[src/hdl/scu_pkg.sv]
// Shared types, float32 constants and helper functions for the sine/cosine unit.
// Used by scu_fma, scu_out and float32_sin_cos_unit; depends on nothing else.
`timescale 1ns / 1ps
package scu_pkg;

	localparam logic [31:0] QNAN        = 32'h7FC0_0000;
	localparam logic [31:0] INF_BITS    = 32'h7F80_0000;
	localparam logic [31:0] SIGN_BIT    = 32'h8000_0000;
	localparam logic [31:0] ONE_BITS    = 32'h3F80_0000;
	localparam logic [31:0] NEG_ZERO    = 32'h8000_0000;
	localparam logic [31:0] POS_ZERO    = 32'h0000_0000;
	localparam logic [31:0] QUAD_SCALE  = 32'h3F22_F983;
	localparam logic [31:0] PIO2_HI     = 32'hBFC9_0FD8;
	localparam logic [31:0] PIO2_MED    = 32'hB4A8_885A;
	localparam logic [31:0] PIO2_LO     = 32'hA7C2_34C4;
	localparam logic [31:0] RND_MAGIC   = 32'h4B40_0000;
	localparam logic [31:0] COS_C4      = 32'h37CC_730B;
	localparam logic [31:0] COS_C3      = 32'hBAB6_036E;
	localparam logic [31:0] COS_C2      = 32'h3D2A_AA9E;
	localparam logic [31:0] COS_C1      = 32'hBF00_0000;
	localparam logic [31:0] COS_C0      = 32'h3F80_0000;
	localparam logic [31:0] SIN_C4      = 32'h363E_9DDE;
	localparam logic [31:0] SIN_C3      = 32'hB950_35DD;
	localparam logic [31:0] SIN_C2      = 32'h3C08_88CD;
	localparam logic [31:0] SIN_C1      = 32'hBE2A_AAAB;

	localparam int NUM_STEPS = 16;

	// values that ride along the multiply-add chain
	typedef struct packed {
		logic        nf;   // angle was NaN or infinite
		logic [31:0] q;    // angle first, then the rounded quadrant value
		logic [31:0] r;    // reduced angle
		logic [31:0] sq;   // square of the reduced angle
		logic [31:0] cs;   // cosine polynomial
	} side_t;

	function automatic logic f_is_nan(input logic [31:0] x);
		return x[30:0] > INF_BITS[30:0];
	endfunction

	function automatic logic f_is_inf(input logic [31:0] x);
		return x[30:0] == INF_BITS[30:0];
	endfunction

	function automatic logic f_is_zero(input logic [31:0] x);
		return x[30:0] == 31'd0;
	endfunction

	// leading zero count of a 64-bit word
	function automatic logic [6:0] lzc64(input logic [63:0] v);
		logic [6:0] n;
		n = 7'd64;
		for (int i = 0; i < 64; i++) begin
			if (v[i]) n = 7'(63 - i);
		end
		return n;
	endfunction

	// integer part of an integral float, truncated, modulo four
	function automatic logic [1:0] quad_mod4(input logic [31:0] q);
		logic [7:0]  e;
		logic [23:0] sig;
		logic [1:0]  t;
		logic [4:0]  rs;
		e   = q[30:23];
		sig = {1'b1, q[22:0]};
		t   = 2'd0;
		rs  = 5'd0;
		if (e == 8'd0 || e == 8'hFF || e < 8'd127) begin
			t = 2'd0;
		end else if (e <= 8'd150) begin
			rs = 5'(8'd150 - e);
			t  = 2'(sig >> rs);
		end else if (e == 8'd151) begin
			t = {sig[0], 1'b0};
		end else begin
			t = 2'd0;
		end
		if (q[31]) t = 2'(3'd4 - {1'b0, t});
		return t;
	endfunction

	function automatic logic [31:0] pick(input logic [1:0] quad, input logic [31:0] s,
			input logic [31:0] c);
		logic [31:0] v;
		v = quad[0] ? c : s;
		if (f_is_nan(v)) return QNAN;
		return quad[1] ? (v ^ SIGN_BIT) : v;
	endfunction

endpackage

[src/hdl/scu_out.sv]
// Quadrant selection and output register with a skid entry for the result stream.
// Depends on scu_pkg (quad_mod4, pick, side_t).
`timescale 1ns / 1ps
module scu_out import scu_pkg::*; (
	input  logic        clk,
	input  logic        arst_n,
	input  logic        pipe_valid,
	input  logic [31:0] sn,
	input  side_t       pipe_side,
	output logic        en,
	output logic        m_tvalid,
	input  logic        m_tready,
	output logic [63:0] m_tdata
);

	logic        out_v_q, skid_v_q;
	logic [63:0] out_d_q, skid_d_q;
	logic [63:0] pipe_d;
	logic [1:0]  quad;

	// choose and sign the two results from the quadrant
	always_comb begin
		quad = quad_mod4(pipe_side.q);
		if (pipe_side.nf) pipe_d = {QNAN, QNAN};
		else pipe_d = {pick(2'(quad + 2'd1), sn, pipe_side.cs), pick(quad, sn, pipe_side.cs)};
	end

	// hold the chain only while the skid entry is full
	assign en = !skid_v_q;

	always_ff @(posedge clk or negedge arst_n) begin
		if (!arst_n) begin
			out_v_q  <= 1'b0;
			skid_v_q <= 1'b0;
		end else if (out_v_q && !m_tready) begin
			if (en && pipe_valid) skid_v_q <= 1'b1;
		end else if (skid_v_q) begin
			out_v_q  <= 1'b1;
			skid_v_q <= 1'b0;
		end else begin
			out_v_q <= pipe_valid;
		end
	end

	always_ff @(posedge clk) begin
		if (out_v_q && !m_tready) begin
			if (en && pipe_valid) skid_d_q <= pipe_d;
		end else if (skid_v_q) begin
			out_d_q <= skid_d_q;
		end else begin
			out_d_q <= pipe_d;
		end
	end

	assign m_tvalid = out_v_q;
	assign m_tdata  = out_d_q;

	a_skid_needs_out: assert property (@(posedge clk) disable iff (!arst_n)
		skid_v_q |-> out_v_q) else $error("skid entry full while output empty");
	a_skid_only_on_stall: assert property (@(posedge clk) disable iff (!arst_n)
		$rose(skid_v_q) |-> $past(out_v_q && !m_tready))
		else $error("skid entry filled without a stalled output");
	a_nonfinite_qnan: assert property (@(posedge clk) disable iff (!arst_n)
		(pipe_valid && pipe_side.nf && !skid_v_q && !(out_v_q && !m_tready))
		|=> m_tdata == {QNAN, QNAN}) else $error("non-finite angle not mapped to NaN");

endmodule

[config.mk]
export PLATFORM = sky130hd
export DESIGN_NAME = scu_out
export DESIGN_NICKNAME = d
export VERILOG_FILES = /design/src/hdl/scu_pkg.sv /design/src/hdl/scu_out.sv
export SDC_FILE = /design/constraint.sdc
export NUM_CORES = 1
export LEC_CHECK = 0
export BUFFER_PORTS_ARGS = -buffer_cell sky130_fd_sc_hd__clkbuf_2
export CAP_MARGIN = 20
export CORE_MARGIN = 2
export CORE_UTILIZATION = 50
export CTS_BUF_LIST = sky130_fd_sc_hd__clkbuf_8 sky130_fd_sc_hd__clkbuf_16
export DETAILED_ROUTE_END_ITERATION = 10
export GPL_TIMING_DRIVEN = 0
export PLACE_DENSITY = 0.89
export SLEW_MARGIN = 10
export SYNTH_ARGS = -nofsm -noshare
export SYNTH_HDL_FRONTEND = slang
export SYNTH_SLANG_ARGS = --single-unit
[constraint.sdc]
create_clock -name clk -period 9.9 [get_ports clk]
set_clock_uncertainty 0.2 [all_clocks]
set_input_delay 0 -clock clk [delete_from_list [all_inputs] [get_ports clk]]
set_output_delay 0 -clock clk [all_outputs]
set_load 0.02 [all_outputs]
==> results of run 1 <==
[logic make-up after synthesis]
group,count (synthesis),synth area share
and+or+nand+nor,175,0.121
DFF,130,0.598
AOI/OAI and AO/OA,102,0.111
muxes,76,0.127
buffers and inverters,35,0.0250
xor gates and xnor gates,7,0.00942
adders and majority gates,4,0.00769
[flip-flops by register name, summed over array words and instances, names as in the netlist]
| name | count |
|---|---|
| m_tvalid | 1 |
| m_tdata | 64 |
| skid_d_q | 64 |
| skid_v_q | 1 |
[final timing paths]
kind	start	slack, ns	to	depth (start not counted)
worst min register to register	skid_d_q[43]$_DFFE_PP_	0.33	m_tdata[43]$_DFFE_PN_	2
worst min-delay path	m_tready	0.07	m_tdata[19]$_DFFE_PN_	2
min in group asynchronous	arst_n	0.30	m_tvalid$_DFFE_PN0N_	3
worst max register to register	skid_v_q$_DFFE_PN0P_	6.91	skid_d_q[5]$_DFFE_PP_	6
worst max-delay path	pipe_side[119]	6.06	skid_d_q[26]$_DFFE_PP_	14
max in group asynchronous	arst_n	9.07	m_tvalid$_DFFE_PN0N_	3
[layout make-up]
type                       count  area (um2)  area share
sequential                   130        3890       0.421
tap                          172         215      0.0233
clock inverter                15         148      0.0160
inverter                       4        15.0     0.00162
antenna                        4        10.0     0.00108
multi-input combinational    364        2460       0.267
timing repair buffer         273        1930       0.208
clock buffer                  17         425      0.0460
buffer                        31         148      0.0160
[timing repair]
| action | CTS | global route |
|---|---|---|
| hold buffers | 104 | 0 |
| setup buffers | 0 | 0 |
| endpoints found under the hold margin | 135 | 0 |
[metal layers]
layer,wire length (um),GRT usage
met1,7340,0.333
met2,10200,0.490
met3,1580,0.0610
met4,683,0.131
met5,0,0
[power by group through the flow]
stage | registers [W] | clock network [W] | logic, W
2_1_floorplan | 0.000717 | 0 | 0.000104
3_3_place_gp | 0.000683 | 0 | 0.000220
3_5_place_dp | 0.000679 | 0 | 0.000233
4_1_cts | 0.000667 | 0.000608 | 0.000270
5_1_grt | 0.000672 | 0.000633 | 0.000296
6_report | 0.000668 | 0.000605 | 0.000279
[cells in the final DEF (no fill, tap or decap), types with 3 or more instances in the layout]
master / instances
diode_2: 4
nand3_1: 9
nor2b_1: 5
xor2_1: 4
nor2_1: 51
o21ai_0: 26
ha_1: 4
edfxtp_1: 128
buf_6: 3
nor4_1: 11
mux2i_1: 69
inv_1: 3
a2bb2oi_1: 16
dlygate4sd3_1: 104
clkbuf_2: 163
clkbuf_1: 14
o211ai_1: 5
a32o_1: 4
buf_4: 6
nor3_1: 5
o21ai_1: 20
and3b_1: 3
inv_6: 5
xnor2_1: 3
clkbuf_16: 17
nand4_1: 7
clkinvlp_4: 4
nand2b_1: 6
a21oi_1: 3
buf_2: 13
nand2_1: 70
mux4_2: 5
a31oi_1: 3
[stage by stage]
step           worst slack [ns]   util  std cells
6_report                   6.06  0.730       1010
5_1_grt                    5.88  0.729       1009
4_1_cts                    6.17  0.729       1006
3_5_place_dp               6.39  0.601        870
3_3_place_gp            -0.0361  0.595        864
2_1_floorplan              2.33      -        529
==> flow_metrics.py, run 1 <==
metrics = {
    "synthesis": {
        "synth_edf_count": 128,
        "synth_seq_cells": 130,
        "seq_area_frac_synth": 0.598,
        "synthesis.nets": 698,
        "yosys_warnings": 0,
        "async_flop_share": 0.0154,
        "synth.avg_cell_area_um2": 12.3,
        "syn-cell-area_um2": 6510,
        "synth_most_common_cell": "edfxtp_1",
        "netlist_top_cells_area": "edfxtp_1 59%, mux2i_1 11%, nand2_1 4.0%, nor2_1 2.9%, a2bb2oi_1 2.2%",
        "yosysTopAreaCellShare": 0.591,
        "synth_flop_cell": "edfxtp_1",
        "ys_top_cells_by_count": "128 x edfxtp_1, 70 x nand2_1, 69 x mux2i_1",
        "yosysTopAreaCell": "edfxtp_1",
        "synth_cell_types": 54,
        "synthCells": 529,
    },
    "timing": {
        "maxSlewViolCount": 0,
        "fin_crit_sh": 0.388,
        "hold_viol": 0,
        "hold_ws_ns": 0.0711,
        "relSlewSlack": 0.365,
        "period_minus_slack_ns": 3.84,
        "setup_violations": 0,
        "fmax_mhz": 260,
        "fin_tns_setup_ns": 0,
        "worst_pin_slew_ns": 0.948,
        "rsz0062_at_grt": "false",
    },
    "floorplan": {
        "fp.dieW_um": 118,
        "num_io_pins": 231,
        "die-area_um2": 13900,
        "start_util": 0.514,
        "die_y_um": 118,
        "core_um2": 12700,
        "fp-row-count": 41,
    },
    "clock_tree": {
        "clkSinkCount": 130,
        "cts_tree": "yes",
        "postCtsResizedCells": 0,
        "ctsRootBufferMaster": "clkbuf_16",
        "clkTransAtPathRegs_ns": 0.06,
        "clk_latency_ns": 0.42,
        "cts_htree_levels": 4,
        "cts_buffer_depth": 2,
        "numCtsBuffers": 17,
    },
    "global_route": {
        "grt_max_degree": 39,
        "grt_overflow_total": 0,
        "grt_pass1_vias": 6040,
        "antenna_found_initial": 2,
        "track_usage": 0.282,
        "grt_pass1_wl_um": 30800,
    },
    "placed_design": {
        "dpl.hpwl_um": 12500,
        "io_buffers": 163,
        "gp_congestion": 0.969,
        "place_area_um2": 7620,
    },
    "critical_path": {
        "cp_max_fo": 10,
        "start_kind": "input port",
        "critPathKind": "input port to flop",
        "cp_cell_sequence": "clkbuf_2 > inv_1 > ha_1 > buf_2 > mux2i_1 > mux4_2 > o21ai_2 > o311ai_2 > nor2_4 > buf_4 > mux2i_1 > dlygate4sd3_1 > nand2_1 > dlygate4sd3_1",
        "cp.required_ns": 9.87,
        "end_kind": "flop",
        "max_stage_delay_ns": 0.60,
        "crit_family": "buffers and inverters",
        "path_buf_inv": 6,
        "critPathSlowestCell": "dlygate4sd3_1",
        "crit_arrival_ns": 3.81,
    },
    "routing": {
        "drt-initial-drc-count": 522,
        "wl_per_cell_um": 19.6,
        "vias": 5912,
        "ant_nets": 0,
        "drc": 0,
        "dr.pass1.iters": 7,
        "routed_via_density": 5.85,
        "routed_wl_um": 19800,
    },
    "power_and_ir_drop": {
        "p_sw_w": 0.000431,
        "netSwitchingFraction": 0.277,
        "p_int_w": 0.00112,
        "clock_power_share": 0.390,
        "p_per_area_nw_per_um2": 168,
        "power_frac_seq": 0.431,
        "irDropWorstVdd_mv": 0.137,
        "p_comb_frac": 0.180,
        "totalPowerFinal_w": 0.00155,
        "power_leakage_nw": 3.76,
    },
    "outcome": {
        "outcome": "completed",
    },
    "layout": {
        "area_growth_pct": 42.0,
        "fillCellCount": 804,
        "drive_above_1_share": 0.284,
        "fin_area_um2": 9250,
        "nNetsFinal": 990,
    },
    "hold_path": {
        "hp-class": "input port to flop",
    },
    "job": {
        "maxCapViolCount": 0,
    },
}
Power figures use the tool's default switching activity.
==> inputs of run 2 (changes only) <==
Clock period 9.9 ns to 3.6 ns, I/O delays scaled along.
==> flow_metrics.py, run 2 (synthesized netlist as in run 1, its figures left out) <==
metrics = {
    "critical_path": {
        "cp.required_ns": 3.55,
        "critPathKind": "input port to flop",
        "crit_arrival_ns": 3.44,
        "cp_max_fo": 10,
        "end_kind": "flop",
        "start_kind": "input port",
    },
    "power_and_ir_drop": {
        "irDropWorstVdd_mv": 0.292,
        "power_leakage_nw": 3.78,
        "p_per_area_nw_per_um2": 479,
        "totalPowerFinal_w": 0.00443,
    },
    "layout": {
        "nNetsFinal": 982,
        "final-seq-area_um2": 3890,
        "area_growth_pct": 42.2,
        "diodes": 0,
        "drive_above_1_share": 0.283,
        "fin_area_um2": 9260,
        "fillCellCount": 786,
        "mostFrequentLayoutCell": "clkbuf_2",
        "final_cells": 998,
        "mostFrequentLayoutCells": "163 x clkbuf_2, 128 x edfxtp_1, 99 x dlygate4sd3_1",
        "multi_input_area_um2": 2470,
    },
    "routing": {
        "ant_nets": 0,
        "wl_per_cell_um": 19.6,
        "drt-initial-drc-count": 511,
        "routed_wl_um": 19500,
        "drc": 0,
        "vias": 5801,
        "routed_via_density": 5.81,
        "dr.pass1.iters": 5,
    },
    "hold_path": {
        "hp-class": "input port to flop",
    },
    "timing": {
        "fin_tns_setup_ns": 0,
        "rsz0062_at_grt": "false",
        "fin_crit_sh": 0.968,
        "fmax_mhz": 287,
        "relSlewSlack": 0.359,
        "setup_slack_ns": 0.114,
        "hold_viol": 0,
        "setup_violations": 0,
        "period_minus_slack_ns": 3.49,
        "worst_pin_slew_ns": 0.961,
        "maxSlewViolCount": 0,
    },
    "global_route": {
        "grt_overflow_total": 0,
        "grt_max_degree": 68,
        "antenna_found_initial": 0,
        "grt_pass1_vias": 6089,
        "grt_pass1_wl_um": 30700,
        "track_usage": 0.284,
    },
    "clock_tree": {
        "cts_tree": "yes",
        "cts_buffer_depth": 2,
        "ctsRootBufferMaster": "clkbuf_16",
        "clkTransAtPathRegs_ns": 0.06,
        "clk_latency_ns": 0.41,
        "cts_htree_levels": 4,
        "clkSinkCount": 130,
        "numCtsBuffers": 17,
    },
    "floorplan": {
        "fp.dieW_um": 118,
        "die-area_um2": 13900,
        "num_io_pins": 231,
        "fp-row-count": 41,
        "start_util": 0.514,
        "die_y_um": 118,
        "core_um2": 12700,
    },
    "placed_design": {
        "place_area_um2": 7630,
        "dpl.cell_count": 867,
        "io_buffers": 163,
        "pre_cts_slack_ns": 0.0898,
        "gp_congestion": 0.868,
        "dpl.hpwl_um": 12300,
    },
    "job": {
        "maxCapViolCount": 0,
    },
    "outcome": {
        "outcome": "completed",
    },
}
[run 2: changes by cell type in the layout (fill, tap and decap cells not counted), sizes merged]
| cell | previous run | this run |
|---|---|---|
| buf | 23 | 18 |
| bufinv | 1 | 4 |
| clkbuf | 194 | 196 |
| clkinv | 4 | 9 |
| clkinvlp | 4 | 1 |
| diode | 4 | 0 |
| dlygate4sd3 | 104 | 99 |
| inv | 10 | 5 |
[run 2: critical path, stage by stage]
cell and delay [ns]:
clkbuf_2 0.18, inv_1 0.13, ha_1 0.30, buf_2 0.19, mux2i_1 0.17, mux4_2 0.49, o21ai_2 0.11, o311ai_2 0.21
nor2_4 0.28, buf_2 0.40, mux2i_1 0.23, dlygate4sd3_1 0.63, o21ai_1 0.11
[run 2: power by group]
| group | switching, W | internal, W |
|---|---|---|
| logic | 0.000451 | 0.000308 |
| clock network | 0.000665 | 0.00116 |
| registers | 0.0000361 | 0.00181 |
[run 2: repair_timing]
item | in CTS | in global routing
hold buffers | 99 | 0
setup endpoints to repair | 0 | 7
endpoints found under the hold margin | 145 | 0
setup buffers | 0 | 0
gates resized for setup | 0 | 2
[run 2: routing by layer]
metal	wire length [um]	part of all wire	global-route usage
met5	0	0	0
met4	604	0.031	0.121
met3	1570	0.080	0.0683
met2	10100	0.51	0.505
met1	7320	0.37	0.325
[run 2: worst paths after layout]
kind | startpoint | end | slack [ns] | cells after the start
max | pipe_side[119] | m_tdata[42]$_DFFE_PN_ | 0.11 | 13
min | pipe_side[31] | skid_d_q[31]$_DFFE_PP_ | 0.08 | 5
max reg2reg | m_tvalid$_DFFE_PN0N_ | skid_d_q[25]$_DFFE_PP_ | 0.67 | 4
min reg2reg | skid_d_q[6]$_DFFE_PP_ | m_tdata[6]$_DFFE_PN_ | 0.34 | 2
max in group asynchronous | arst_n | skid_v_q$_DFFE_PN0P_ | 2.80 | 3
min in group asynchronous | arst_n | m_tvalid$_DFFE_PN0N_ | 0.27 | 3
[run 2: stage by stage]
stage                     utilization  hold slack (ns)
after floorplan                     -           -0.496
after global placement          0.597           -0.401
after detailed placement        0.602           -0.404
after CTS                       0.730           0.0645
after global routing            0.731            0.154
final                           0.731           0.0814
[run 2: cell type report]
cell class	count	area share
Clock inverter	15	0.0223
Inverter	4	0.00162
Sequential cell	130	0.421
Timing Repair Buffer	265	0.203
Clock buffer	17	0.0460
Tap cell	172	0.0232
Buffer	31	0.0165
Multi-Input combinational cell	364	0.267
